`src/hw/rtl/itoa_pkg.sv`:
```
`default_nettype none

package itoa_pkg;

  localparam int S_TDATA_W   = 24;
  localparam int M_TDATA_W   = 8;
  localparam int CHAR_W      = 8;
  localparam int MAX_CHARS   = 5;
  localparam int CNT_W       = 3;
  localparam int VALUE_W     = 16;
  localparam int CMD_W       = 2;
  localparam int QUEUE_DEPTH_DEF = 2;

  // x / 10 == (x * 52429) >> 19 for every 16-bit x
  localparam logic [15:0] DIV10_MUL   = 16'd52429;
  localparam int          DIV10_SHIFT = 19;
  localparam int          QUO_W       = 32 - DIV10_SHIFT;

  localparam logic [7:0] ASCII_0 = 8'h30;
  localparam logic [7:0] ASCII_A = 8'h61;

  typedef enum logic [CMD_W-1:0] {
    CMD_CHAR = 2'd0,
    CMD_DEC  = 2'd1,
    CMD_HEX2 = 2'd2,
    CMD_HEX4 = 2'd3
  } cmd_t;

  // one formatted run, chars in printing order
  typedef struct packed {
    logic [MAX_CHARS-1:0][CHAR_W-1:0] chars;
    logic [CNT_W-1:0]                 count;
  } entry_t;

  function automatic logic [CHAR_W-1:0] hex_char(input logic [3:0] nib);
    logic [CHAR_W-1:0] r;
    if (nib < 4'd10) begin
      r = ASCII_0 + {4'b0, nib};
    end else begin
      r = ASCII_A + {4'b0, nib} - 8'd10;
    end
    return r;
  endfunction

endpackage

`default_nettype wire

```
`src/hw/rtl/itoa_front.sv`:
```
`default_nettype none

module itoa_front
  import itoa_pkg::*;
(
  input  wire logic                 clk,
  input  wire logic                 rst,
  input  wire logic                 s_tvalid,
  output logic                      s_tready,
  input  wire logic [S_TDATA_W-1:0] s_tdata,
  output logic                      push_valid,
  output entry_t                    push_entry,
  input  wire logic                 fifo_full
);

  typedef enum logic [2:0] {
    FS_IDLE = 3'b001,
    FS_DIV  = 3'b010,
    FS_PUSH = 3'b100
  } fsm_t;

  fsm_t                   state;
  logic [1:0]             step;
  logic [QUO_W-1:0]       work;
  logic [3:0][3:0]        digits;
  logic                   is_dec;
  entry_t                 ent;

  logic                   acc;
  logic                   push_go;
  cmd_t                   cmd;
  logic [VALUE_W-1:0]     value;
  logic [VALUE_W-1:0]     mul_in;
  logic [31:0]            prod;
  logic [QUO_W-1:0]       quo;
  logic [3:0]             rem;
  entry_t                 class_entry;
  entry_t                 dec_entry;
  logic [MAX_CHARS-1:0][3:0] dig;
  logic [CNT_W-1:0]       nd;
  logic [CNT_W-1:0]       sel;

  assign cmd   = cmd_t'(s_tdata[CMD_W-1:0]);
  assign value = s_tdata[CMD_W +: VALUE_W];

  assign push_valid = (state == FS_PUSH);
  assign push_go    = push_valid && !fifo_full;
  assign s_tready   = (state == FS_IDLE) || push_go;
  assign acc        = s_tvalid && s_tready;

  // one divide-by-ten step per cycle, least significant digit first
  assign mul_in = acc ? value : {{(VALUE_W-QUO_W){1'b0}}, work};
  assign prod   = {16'b0, mul_in} * {16'b0, DIV10_MUL};
  assign quo    = prod[31:DIV10_SHIFT];
  assign rem    = 4'(mul_in - {quo, 3'b000} - {2'b00, quo, 1'b0});

  always_comb begin
    class_entry       = '0;
    class_entry.chars = '0;
    unique case (cmd)
      CMD_CHAR: begin
        class_entry.chars[0] = value[7:0];
        class_entry.count    = 3'd1;
      end
      CMD_DEC: begin
        class_entry.count = 3'd1;
      end
      CMD_HEX2: begin
        class_entry.chars[0] = hex_char(value[7:4]);
        class_entry.chars[1] = hex_char(value[3:0]);
        class_entry.count    = 3'd2;
      end
      CMD_HEX4: begin
        class_entry.chars[0] = hex_char(value[15:12]);
        class_entry.chars[1] = hex_char(value[11:8]);
        class_entry.chars[2] = hex_char(value[7:4]);
        class_entry.chars[3] = hex_char(value[3:0]);
        class_entry.count    = 3'd4;
      end
      default: begin
        class_entry.count = 3'd1;
      end
    endcase
  end

  // decimal run: drop leading zeros, reverse into printing order
  always_comb begin
    dig[0] = digits[0];
    dig[1] = digits[1];
    dig[2] = digits[2];
    dig[3] = digits[3];
    dig[4] = work[3:0];
    if (dig[4] != 4'd0) begin
      nd = 3'd5;
    end else if (dig[3] != 4'd0) begin
      nd = 3'd4;
    end else if (dig[2] != 4'd0) begin
      nd = 3'd3;
    end else if (dig[1] != 4'd0) begin
      nd = 3'd2;
    end else begin
      nd = 3'd1;
    end
    dec_entry.count = nd;
    for (int k = 0; k < MAX_CHARS; k++) begin
      sel = nd - 3'd1 - 3'(k);
      if (3'(k) < nd) begin
        dec_entry.chars[k] = ASCII_0 + {4'b0, dig[sel]};
      end else begin
        dec_entry.chars[k] = ASCII_0;
      end
    end
  end

  assign push_entry = is_dec ? dec_entry : ent;

  always_ff @(posedge clk) begin
    if (rst) begin
      state <= FS_IDLE;
    end else begin
      unique case (state)
        FS_IDLE: begin
          if (acc) begin
            state <= (cmd == CMD_DEC) ? FS_DIV : FS_PUSH;
          end
        end
        FS_DIV: begin
          if (step == 2'd3) begin
            state <= FS_PUSH;
          end
        end
        FS_PUSH: begin
          if (acc) begin
            state <= (cmd == CMD_DEC) ? FS_DIV : FS_PUSH;
          end else if (push_go) begin
            state <= FS_IDLE;
          end
        end
        default: begin
          state <= FS_IDLE;
        end
      endcase
    end
  end

  always_ff @(posedge clk) begin
    if (acc) begin
      is_dec    <= (cmd == CMD_DEC);
      ent       <= class_entry;
      digits[0] <= rem;
      work      <= quo;
      step      <= 2'd1;
    end else if (state == FS_DIV) begin
      digits[step] <= rem;
      work         <= quo;
      step         <= step + 2'd1;
    end
  end

endmodule

`default_nettype wire

```
`src/hw/rtl/itoa_fifo.sv`:
```
`default_nettype none

module itoa_fifo
  import itoa_pkg::*;
#(
  parameter int DEPTH = QUEUE_DEPTH_DEF
) (
  input  wire logic   clk,
  input  wire logic   rst,
  input  wire logic   push_valid,
  input  wire entry_t push_entry,
  output logic        full,
  output logic        head_valid,
  output entry_t      head,
  input  wire logic   pop
);

  localparam int PTR_W = (DEPTH > 1) ? $clog2(DEPTH) : 1;
  localparam int CNT_W_Q = $clog2(DEPTH + 1);
  localparam logic [PTR_W-1:0]   LAST_PTR = PTR_W'(DEPTH - 1);
  localparam logic [CNT_W_Q-1:0] DEPTH_C  = CNT_W_Q'(DEPTH);

  entry_t               mem [DEPTH];
  logic [PTR_W-1:0]     wr_ptr;
  logic [PTR_W-1:0]     rd_ptr;
  logic [CNT_W_Q-1:0]   fill;
  logic                 wr_en;
  logic                 rd_en;

  assign full       = (fill == DEPTH_C);
  assign head_valid = (fill != '0);
  assign head       = mem[rd_ptr];
  assign wr_en      = push_valid && !full;
  assign rd_en      = pop && head_valid;

  always_ff @(posedge clk) begin
    if (rst) begin
      wr_ptr <= '0;
      rd_ptr <= '0;
      fill   <= '0;
    end else begin
      if (wr_en) begin
        wr_ptr <= (wr_ptr == LAST_PTR) ? '0 : wr_ptr + PTR_W'(1);
      end
      if (rd_en) begin
        rd_ptr <= (rd_ptr == LAST_PTR) ? '0 : rd_ptr + PTR_W'(1);
      end
      if (wr_en && !rd_en) begin
        fill <= fill + CNT_W_Q'(1);
      end else if (rd_en && !wr_en) begin
        fill <= fill - CNT_W_Q'(1);
      end
    end
  end

  always_ff @(posedge clk) begin
    if (wr_en) begin
      mem[wr_ptr] <= push_entry;
    end
  end

endmodule

`default_nettype wire

```
`src/hw/rtl/itoa_back.sv`:
```
`default_nettype none

module itoa_back
  import itoa_pkg::*;
(
  input  wire logic                 clk,
  input  wire logic                 rst,
  input  wire logic                 head_valid,
  input  wire entry_t               head,
  output logic                      pop,
  output logic                      m_tvalid,
  input  wire logic                 m_tready,
  output logic [M_TDATA_W-1:0]      m_tdata,
  output logic                      m_tlast
);

  logic [CNT_W-1:0] idx;
  logic             load;
  logic             is_last;

  assign load    = !m_tvalid || m_tready;
  assign is_last = (idx == head.count - 3'd1);
  assign pop     = load && head_valid && is_last;

  always_ff @(posedge clk) begin
    if (rst) begin
      m_tvalid <= 1'b0;
      idx      <= '0;
    end else if (load) begin
      m_tvalid <= head_valid;
      if (head_valid) begin
        idx <= is_last ? '0 : idx + 3'd1;
      end
    end
  end

  always_ff @(posedge clk) begin
    if (load && head_valid) begin
      m_tdata <= head.chars[idx];
      m_tlast <= is_last;
    end
  end

endmodule

`default_nettype wire

```
`src/hw/rtl/integer_to_ascii_formatter.sv`:
```
// path: an item goes from the front end through the queue into the output register;
// a decimal item first takes four divide-by-ten steps on one shared multiplier
// throughput: the output port sends one character per cycle while m_tready is high and
// the queue holds characters; an item has 1, 2 or 4 characters, or 1 to 5 for decimal;
// the decimal front end takes no new item while it is still dividing
// reset: synchronous, clears the front state, the queue and the output valid
`default_nettype none

module integer_to_ascii_formatter
  import itoa_pkg::*;
#(
  parameter int QUEUE_DEPTH = QUEUE_DEPTH_DEF
) (
  input  wire logic                 clk,
  input  wire logic                 rst,
  input  wire logic                 s_tvalid,
  output logic                      s_tready,
  input  wire logic [S_TDATA_W-1:0] s_tdata,   // command[1:0], value[17:2], zero pad
  output logic                      m_tvalid,
  input  wire logic                 m_tready,
  output logic [M_TDATA_W-1:0]      m_tdata,   // character[7:0]
  output logic                      m_tlast
);

  logic   push_valid;
  entry_t push_entry;
  logic   fifo_full;
  logic   head_valid;
  entry_t head;
  logic   pop;

  itoa_front u_front (
    .clk        (clk),
    .rst        (rst),
    .s_tvalid   (s_tvalid),
    .s_tready   (s_tready),
    .s_tdata    (s_tdata),
    .push_valid (push_valid),
    .push_entry (push_entry),
    .fifo_full  (fifo_full)
  );

  itoa_fifo #(
    .DEPTH (QUEUE_DEPTH)
  ) u_fifo (
    .clk        (clk),
    .rst        (rst),
    .push_valid (push_valid),
    .push_entry (push_entry),
    .full       (fifo_full),
    .head_valid (head_valid),
    .head       (head),
    .pop        (pop)
  );

  itoa_back u_back (
    .clk        (clk),
    .rst        (rst),
    .head_valid (head_valid),
    .head       (head),
    .pop        (pop),
    .m_tvalid   (m_tvalid),
    .m_tready   (m_tready),
    .m_tdata    (m_tdata),
    .m_tlast    (m_tlast)
  );

endmodule

`default_nettype wire

```
`config.mk`:
```
export PLATFORM = sky130hd
export DESIGN_NAME = integer_to_ascii_formatter
export DESIGN_NICKNAME = d
export VERILOG_FILES = /design/src/hw/rtl/itoa_pkg.sv /design/src/hw/rtl/itoa_front.sv /design/src/hw/rtl/itoa_fifo.sv /design/src/hw/rtl/itoa_back.sv /design/src/hw/rtl/integer_to_ascii_formatter.sv
export SDC_FILE = /design/constraint.sdc
export NUM_CORES = 1
export LEC_CHECK = 0
export BUFFER_PORTS_ARGS = -buffer_cell sky130_fd_sc_hd__buf_2
export CORE_MARGIN = 10
export CORE_UTILIZATION = 40
export DETAILED_ROUTE_END_ITERATION = 8
export PLACE_DENSITY = 0.61
export SLEW_MARGIN = 25
export SYNTH_ARGS = -nofsm -noshare
export SYNTH_HDL_FRONTEND = slang
export SYNTH_SLANG_ARGS = --single-unit
```
`constraint.sdc`:
```
create_clock -name clk -period 12.3 [get_ports clk]
set_input_delay 1.845 -clock clk [delete_from_list [all_inputs] [get_ports clk]]
set_output_delay 1.845 -clock clk [all_outputs]
set_load 0.02 [all_outputs]
```
==> Yosys cells after proc, flatten, opt, wreduce, memory -nomap -nowiden <==
Memory sizes are Yosys's and may differ from the RTL's. A register that Yosys moved wholly into a read port is not among the register bits.
Index checks and enable logic that the tools add are counted.
{ "word_totals": {"ramBits": 86, "output_inout_bits": 11, "ff_bits": 87, "mem_count": 1, "elab_cells": 161} }
{ "op_classes": {"n_reduce_logical": 26, "n_mux": 52, "add_sub_neg": 31, "order_cmp": 17, "multipliers": 1, "n_eq_ne": 12, "bitwise": 1} }
{ "mem_list": {"columns": ["memory", "words", "word_bits", "rd", "rd_clocked_by_memory_dff", "write_ports", "line_no", "rtl"], "rows": [
  ["u_fifo.mem", 2, 43, 1, 1, 1, "itoa_fifo.sv:23", "entry_t mem [DEPTH];"]
]} }
{ "ops": {"columns": ["operator", "n"], "rows": [
  ["2-to-1 mux 8 bit", 10],
  ["adder 6 x 4 -> 7 bit, first input constant", 9],
  ["binary-select mux 4 bit (select 3 bit)", 5],
  ["2-to-1 mux 43 bit", 1],
  ["adder 7 x 4 -> 8 bit, first input constant", 4],
  ["multiplier 16 x 16 -> 32 bit, second input constant", 1],
  ["2-to-1 mux 4 bit", 8],
  ["subtractor 8 x 4 -> 8 bit, second input constant", 4],
  ["2-to-1 mux 3 bit", 9],
  ["2-to-1 mux 13 bit", 2],
  ["binary-select mux 8 bit (select 3 bit)", 1],
  ["less-than comparator 3 x 4 -> 1 bit, second input constant", 6],
  ["case mux 8 bit (3 select lines)", 1],
  ["case mux 3 bit (3 select lines)", 2],
  ["bitwise mux 16 bit", 1],
  ["less-than comparator 4 bit, second input constant", 4],
  ["2-to-1 mux 16 bit", 1],
  ["case mux 8 bit (2 select lines)", 1],
  ["nonzero test 4 bit", 4],
  ["subtractor 3 x 1 -> 3 bit, second input constant", 3],
  ["demux 4 bit (select 2 bit)", 1],
  ["== test 2 bit, second input constant", 4],
  ["logical AND 1 bit", 8],
  ["subtractor 4 bit", 2],
  ["28 further kinds", 48]
]} }

==> Longest topological paths before layout <==
Gate-level depths: netlist (run 1).
{ "depth": {"depth_word": 12, "ltp_mapped": 26, "mapped_depth_nobuf": 26} }

==> Hierarchy <==
From an unflattened synthesis (run 1), not the netlist that was laid out.
{ "unflattened": {"hier_cells": 1110, "hier_area_um2": 12687.2} }
{ "by_module_without_submodules": {"columns": ["module", "n_inst", "seq_area_each_um2", "cells_each", "area_each_um2"], "rows": [
  ["itoa_front", 1, 1961.9, 876, 8510.7],
  ["itoa_fifo", 1, 2682.6, 159, 3311.9],
  ["itoa_back", 1, 350.3, 75, 864.6]
]} }

==> Worst setup path after synthesis (run 1) <==
OpenSTA, ideal clock, no wires.
{ "synth_path": {"path_type": "in2reg", "from": "input port s_tvalid", "to": "register u_front.digits (netlist bit u_front.dig[3]), data pin", "n_path_buf": 1, "path_slack_ps": 2870, "setup_ps": 260, "required_time_ps": 12040, "arrival_ps": 9170, "stages": 21, "path_cell_list": "nand2b_4 nor2_2 clkbuf_1 mux2i_1 inv_1 ha_1 fa_1 fa_1 fa_1 fa_1 inv_1 fa_1 inv_1 ha_1 and4_1 a221o_1 and2_4 o31a_1 or4_1 o211a_2 mux2_4"} }
{ "synth_between": {"elab_chain_cells": 8} }
{ "synth_lines": {"columns": ["element", "line_no", "rtl"], "rows": [
  ["from (decl)", "integer_to_ascii_formatter.sv:16", "input wire logic s_tvalid,"],
  ["logical AND 1 bit *", "itoa_front.sv:49", "assign acc = s_tvalid && s_tready;"],
  ["net u_front.acc", "itoa_front.sv:29", "logic acc;"],
  ["2-to-1 mux 16 bit", "itoa_front.sv:52", "assign mul_in = acc ? value : {{(VALUE_W-QUO_W){1'b0}}, work};"],
  ["multiplier 16 x 16 -> 32 bit", "itoa_front.sv:53", "assign prod = {16'b0, mul_in} * {16'b0, DIV10_MUL};"],
  ["subtractor 4 bit (2 in series)", "itoa_front.sv:55", "assign rem = 4'(mul_in - {quo, 3'b000} - {2'b00, quo, 1'b0});"],
  ["bitwise mux 16 bit", "itoa_front.sv:154", "digits[step] <= rem;"],
  ["2-to-1 mux 4 bit", "itoa_front.sv:153", "end else if (state == FS_DIV) begin"],
  ["2-to-1 mux 4 bit *", "itoa_front.sv:147", "if (acc) begin"],
  ["to (signal, indexed assignment)", "itoa_front.sv:154", null],
  ["to (decl)", "itoa_front.sv:25", "logic [3:0][3:0] digits;"]
]} }
Mark *: on every way through the listed nets, which the timed path passes. The rest lies on a longest branch. The select of a mux whose other input is x is not followed.
A chain may end at the register's enable or synchronous reset.

==> Worst setup path after layout (run 1) <==
{ "layout_path": {"from": "input port s_tvalid", "to": "register u_front.digits (netlist bit u_front.dig[2]), data pin"} }
{ "layout_between": {"elab_chain_cells": 7, "word_cells_on_any_way": 8, "cone_classes": "add/sub: 2; mul: 1; mux: 4; reduce/logical: 1"} }
{ "layout_lines": {"columns": ["element", "line_no", "rtl"], "rows": [
  ["logical AND 1 bit *", "itoa_front.sv:49", null],
  ["2-to-1 mux 16 bit *", "itoa_front.sv:52", null],
  ["multiplier 16 x 16 -> 32 bit *", "itoa_front.sv:53", null],
  ["net u_front.prod[19]", "itoa_front.sv:34", "logic [31:0] prod;"],
  ["subtractor 4 bit *", "itoa_front.sv:55", null],
  ["net u_front.rem[2]", "itoa_front.sv:36", "logic [3:0] rem;"],
  ["bitwise mux 16 bit", "itoa_front.sv:154", null],
  ["2-to-1 mux 4 bit", "itoa_front.sv:153", null],
  ["2-to-1 mux 4 bit *", "itoa_front.sv:147", null]
]} }
Marks and branches as above.

==> metrics.yaml, run 1 <==
run_status:
  status: "completed"
synth:
  synth-warning-count: 0
  synth_edf_count: 145
  ys_top_cells_by_count: "inv_1 (214), edfxtp_1 (145), ha_1 (141), fa_1 (80), nor2_1 (74)"
  syn_area_per_cell_um2: 11.22
  yosysTopAreaCell: "edfxtp_1"
  ys_seq_area_share_pct: 38.39
  synth.most_common_cell: "inv_1"
  syn_area_mm2: 0.01207
  syn_inst: 1076
  synth.top_cell.area_share_pct: 36.07
  synth_ff_type: "edfxtp_1"
  postSynthRegisterBits: 159
  yosys-top-cells-area: "edfxtp_1 (36%), ha_1 (15%), fa_1 (13%), inv_1 (6.7%), mux2i_1 (3.3%)"
  mappedNetlistNets: 1325
  synthArstFlopShare_pct: 0
  synth.distinct_cells: 70
floorplanning:
  die_h_um: 193.7
  initial_core_util_pct: 40.62
  die_width_um: 193.7
  die_area_mm2: 0.03753
  core_area_mm2: 0.02972
  rows: 63
  pin_count: 39
detailed_routing:
  firstDrtPassIters: 5
  routed_via_density: 5.030
  drtIter0Drc: 428
  drtAntennaViolNets: 0
  post_drt_wl_per_cell_um: 16.91
  drc: 0
  vias: 7585
  drt-total-wl_um: 25510
placement:
  dpl.hpwl_um: 20810
  port_buffers: 32
  gp_congestion: 0.9580
  dpl_worst_slack_ns: 2.657
sta:
  fin_setup_tns_ns: 0
  hold_viol_final: 0
  setup_viol: 0
  fmax_mhz: 108.0
  worstMarginPinSlew_ns: 0.9094
  drv_slew: 0
  period_share_pct: 75.27
  fin_skew_ns: 0.02240
  setup_ws_ns: 3.042
  period_needed_ns: 9.258
  rsz0062_at_grt: "no"
  relSlewSlack_pct: 39.38
critical_path:
  end_kind: "flop"
  cp.arrival_ns: 9.43
  crit_fanout: 29
  crit_type: "primary input to flop"
  startpoint_type: "primary input"
  crit_slowest_cell: "nor2_4"
  worstPathCellList: "buf_2, nand2b_4, nor2_4, mux2i_1, inv_2, ha_1, inv_1, fa_1, inv_1, fa_1, fa_1, fa_1, inv_1, fa_1, inv_1, ha_1, and4_1, a221o_1, and2_4, a211oi_1, ha_1, xnor3_1, nor2b_1"
  crit_required_ns: 12.47
  crit_top_cell: "fa_1"
  max_stage_delay_ns: 0.67
cts:
  cts_max_level: 4
  post-cts-setup-buffers: 0
  holdBufCountCts: 0
  cts_num_sinks: 159
  clock_path_buffers: 2
  cts.repair.resized: 0
  numCtsBuffers: 17
  clk_pin_slew_ns: 0.07
  root_buffer: "clkbuf_16"
  cts_tree: "done"
  clk_latency_ns: 0.43
finish:
  areaGrowthSynthToFinish_pct: 9.722
  multi_input_area_mm2: 0.006519
  fillers: 2774
  drive_above_1_share_pct: 11.10
  regArea_mm2: 0.004634
  nets: 1353
global_routing:
  antenna_found_initial: 1
  grt_use_total_pct: 13.79
  grt_max_degree: 47
  grt_pass1_wl_um: 41660
  overflow: 0
  grt_pass1_vias: 7686
min_path:
  hp-class: "flop to flop"
run:
  drv_cap: 0
[metal layers]
| metal | track usage (%) | up-vias | share of wire (%) |
|---|---|---|---|
| li1 | - | 3723 | - |
| met1 | 17.85 | 3690 | 45 |
| met2 | 23.26 | 141 | 49 |
| met3 | 2.282 | 31 | 3.7 |
| met4 | 3.834 | 0 | 1.7 |
| met5 | 0 | - | 0 |
[worst paths after layout]
kind                          from              end  slack (ns)  cells after the start
setup / recovery          s_tvalid   u_front.dig[2]        3.04                     23
hold / removal     u_back.m_tvalid  u_back.m_tvalid        0.50                      2
setup reg to reg  u_front.state[0]   u_front.dig[2]        3.84                     23
hold reg to reg    u_back.m_tvalid  u_back.m_tvalid        0.50                      2
[layout make-up]
| class | instances | share of cell area, % |
|---|---|---|
| Multi-Input combinational cell | 671 | 49.22 |
| Sequential cell | 159 | 34.99 |
| Inverter | 215 | 6.093 |
| Tap cell | 390 | 3.684 |
| Clock buffer | 17 | 3.212 |
| Timing Repair Buffer | 40 | 1.663 |
| Clock inverter | 15 | 1.124 |
| Antenna cell | 1 | 0.01889 |
[kinds of logic after synthesis]
group                    share of synthesized area [%]
AO/OA/AOI/OAI                                    7.173
XOR/XNOR                                         2.944
adder cells (fa/ha/maj)                          27.88
buffers and inverters                            7.691
flip-flops                                       38.39
multiplexers                                     7.266
AND/OR/NAND/NOR                                  8.655
[cells in the final DEF (no fill, tap or decap), drive strengths merged, types with 11 or more instances in the layout]
cell type,n
fa,80
a21oi,42
mux2i,40
clkbuf,17
or2,11
nor2,75
o21ai,29
ha,141
nand2,32
xor2,12
mux4,14
buf,40
inv,222
nor3,12
o22ai,16
xnor2,26
mux2,14
edfxtp,145
nor2b,15
dfxtp,14
[worst max-delay path, delay by kind of cell]
family	cells	cell delay, ns
adder cells (fa/ha/maj)	8	3.64
multiplexers	1	0.63
AO/OA/AOI/OAI	2	0.90
AND/OR/NAND/NOR	5	1.40
XOR/XNOR	1	0.45
buffers and inverters	6	0.55
[registers in the layout, summed over array words and instances, names as in the netlist, named ones only]
name,count
u_back.idx,3
u_back.m_tdata,8
u_back.m_tlast,1
u_back.m_tvalid,1
u_fifo.fill,2
u_fifo.mem,74
u_fifo.rd_ptr,1
u_fifo.wr_ptr,1
u_front.dig,16
u_front.ent,32
u_front.is_dec,1
u_front.state,3
u_front.step,2
u_front.work,13
[metrics by stage]
step	cells	cell area (um2)	utilization [%]	hold slack (ns)
after floorplan	1076	12070	-	0.4430
after global placement	1475	12670	42.63	0.4812
after detailed placement	1475	12670	42.63	0.4908
after CTS	1507	13240	44.56	0.4988
after global routing	1507	13240	44.56	0.5293
final	1508	13250	44.57	0.4970
Power of run 1 is left out: the tool's default activity adds up to more than one toggle a clock period on the data nets, which glitch-free logic cannot reach.
==> inputs of run 2 (changes only) <==
Settings changed: ABC_AREA from default to 1, PLACE_DENSITY 0.61 to 0.63.
Clock period 12.3 ns to 7.9 ns, I/O delays scaled along.
==> run 2 against run 1 <==
Clock-buffer cell count increased by 2. Sequential share of layout area decreased by 1.1 points. Worst hold slack improved by 0.0074 ns. Flip-flop and latch count unchanged. Synthesized cell count increased by 21%. Via count increased by 15%. Register-to-register slack got worse by 3.1 ns. Non-clock buffer count increased by 12. First-iteration DRC count increased by 16%. Synthesized area increased by 2.7%. Setup slack got worse by 2.5 ns. Utilization increased by 0.19 points. Largest cell class unchanged. Critical endpoint is now u_front.dig[7].
==> metrics.yaml, run 2 <==
run_status:
  status: "completed"
cts:
  numCtsBuffers: 17
  clock_path_buffers: 2
  root_buffer: "clkbuf_16"
  post-cts-setup-buffers: 0
  holdBufCountCts: 0
  cts_max_level: 4
  clk_pin_slew_ns: 0.06
  cts_num_sinks: 159
  cts.repair.resized: 0
  cts_tree: "done"
  clk_latency_ns: 0.43
global_routing:
  grt_pass1_vias: 9056
  overflow: 0
  antenna_found_initial: 1
  grt_max_degree: 39
  grt_use_total_pct: 15.20
  grt_pass1_wl_um: 46550
sta:
  period_needed_ns: 7.315
  rsz0062_at_grt: "no"
  fmax_mhz: 136.7
  setup_ws_ns: 0.5855
  worstMarginPinSlew_ns: 0.9213
  hold_viol_final: 0
  drv_slew: 0
  setup_viol: 0
  period_share_pct: 92.59
  fin_skew_ns: 0.01069
  relSlewSlack_pct: 38.43
  fin_setup_tns_ns: 0
detailed_routing:
  drtIter0Drc: 497
  drc: 0
  routed_via_density: 4.988
  firstDrtPassIters: 5
  vias: 8744
  top_layer: "met4"
  wl_met2_um: 13920
  drt-total-wl_um: 28630
  wl_met1_um: 12640
  post_drt_wl_per_cell_um: 16.33
  drtAntennaViolNets: 0
  wl_met3_um: 1271
synth:
  syn_inst: 1300
  synth_ff_type: "edfxtp_1"
  synthArstFlopShare_pct: 0
  synth.top_cell.area_share_pct: 35.13
  ys_top_cells_by_count: "inv_1 (280), nand2_1 (154), edfxtp_1 (145), ha_1 (141), nor2_1 (126)"
  syn_area_mm2: 0.01239
  synth.distinct_cells: 56
  synth_edf_count: 145
  ys_seq_area_share_pct: 37.39
  postSynthRegisterBits: 159
  yosys-top-cells-area: "edfxtp_1 (35%), ha_1 (14%), fa_1 (13%), inv_1 (8.5%), nand2_1 (4.7%)"
  yosysTopAreaCell: "edfxtp_1"
  synth-warning-count: 0
  syn_area_per_cell_um2: 9.534
  mappedNetlistNets: 1549
  synth.most_common_cell: "inv_1"
critical_path:
  crit_type: "primary input to flop"
  end_kind: "flop"
  worstSetupStartpoint: "s_tvalid"
  max_stage_delay_ns: 0.56
  crit_slowest_cell: "fa_1"
  reg2reg_to: "u_front.dig[7]"
  crit_top_cell: "inv_1"
  startpoint_type: "primary input"
  r2r_slack_ns: 0.73
  r2r_cells: 31
  endpoint: "u_front.dig[7]"
  worstReg2RegStart: "u_fifo.fill[0]"
  cp.arrival_ns: 7.47
  crit_fanout: 9
  crit_required_ns: 8.05
floorplanning:
  die_h_um: 196.0
  core_area_mm2: 0.03059
  pin_count: 39
  die_area_mm2: 0.03843
  initial_core_util_pct: 40.52
  die_width_um: 196.0
  rows: 64
finish:
  nets: 1593
  drive_above_1_share_pct: 10.32
  mostFrequentLayoutCell: "inv_1"
  largest_reg_flops: 74
  final_cell_area_mm2: 0.01369
  largest-register: "u_fifo.mem"
  final_cell_mix: "inv_1 (280), nand2_1 (154), edfxtp_1 (145)"
  areaGrowthSynthToFinish_pct: 10.46
placement:
  placed_area_mm2: 0.01314
  gp_congestion: 0.9561
  port_buffers: 32
  dpl_worst_slack_ns: 0.2098
  dpl.hpwl_um: 23560
min_path:
  hp-class: "flop to flop"
  whs_path_depth: 2
run:
  drv_cap: 0
==> run 2: cell count changes in the layout (fill, tap and decap cells not counted), moves of 20 or more <==
| cell | change |
|---|---|
| mux2i_1 | -35 |
| nor2_1 | +50 |
| o21ai_0 | +60 |
| inv_1 | +66 |
| xnor2_1 | -20 |
| nand2_1 | +122 |
==> run 2: worst min path at each step <==
stage                    from              to
2_1_floorplan  u_fifo.fill[1]  u_fifo.fill[1]
3_5_place_dp   u_fifo.fill[1]  u_fifo.fill[1]
5_1_grt         u_fifo.rd_ptr            flop
6_report       u_fifo.fill[1]  u_fifo.fill[1]
4_1_cts        u_fifo.fill[1]  u_fifo.fill[1]
3_3_place_gp   u_fifo.fill[1]  u_fifo.fill[1]
==> run 2: kinds of logic (layout without fill, tap and decap cells) <==
kind of cell | Yosys count | in the layout | synth area share [%]
buffers and inverters | 310 | 366 | 9.408
other | 0 | 1 | 0
multiplexers | 5 | 5 | 0.4038
AO/OA/AOI/OAI | 215 | 215 | 10.49
XOR/XNOR | 26 | 26 | 1.837
adder cells (fa/ha/maj) | 221 | 221 | 27.16
AND/OR/NAND/NOR | 364 | 364 | 13.32
flip-flops | 159 | 159 | 37.39
==> run 2: final cells by class <==
| type | count | area [um2] |
|---|---|---|
| Antenna cell | 1 | 2.502 |
| Clock buffer | 19 | 432.9 |
| Clock inverter | 12 | 118.9 |
| Fill cell | 2941 | 16900 |
| Inverter | 283 | 1062 |
| Multi-Input combinational cell | 831 | 6609 |
| Sequential cell | 159 | 4634 |
| Tap cell | 396 | 495.5 |
| Timing Repair Buffer | 52 | 335.3 |
==> run 2: per-stage QoR <==
step	instances	hold WS [ns]	utilization (%)
floorplan	1300	0.4583	-
global placement	1719	0.4762	42.81
detailed placement	1721	0.4958	42.94
CTS	1752	0.5060	44.75
global route	1753	0.5279	44.76
finish	1753	0.5043	44.76
==> run 2: critical path, delay by kind of cell <==
kind | cells | cell delay, ns
buf+inv | 9 | 0.75
fa+ha+maj | 7 | 3.55
compound gates | 1 | 0.22
simple gates | 13 | 1.74
==> run 2: routing by layer <==
metal	up-vias	global-route usage (%)
met5	-	0
met4	0	5.769
met1	4134	18.64
li1	4358	-
met2	199	26.07
met3	53	2.677
Power of run 2 is left out for the same reason.
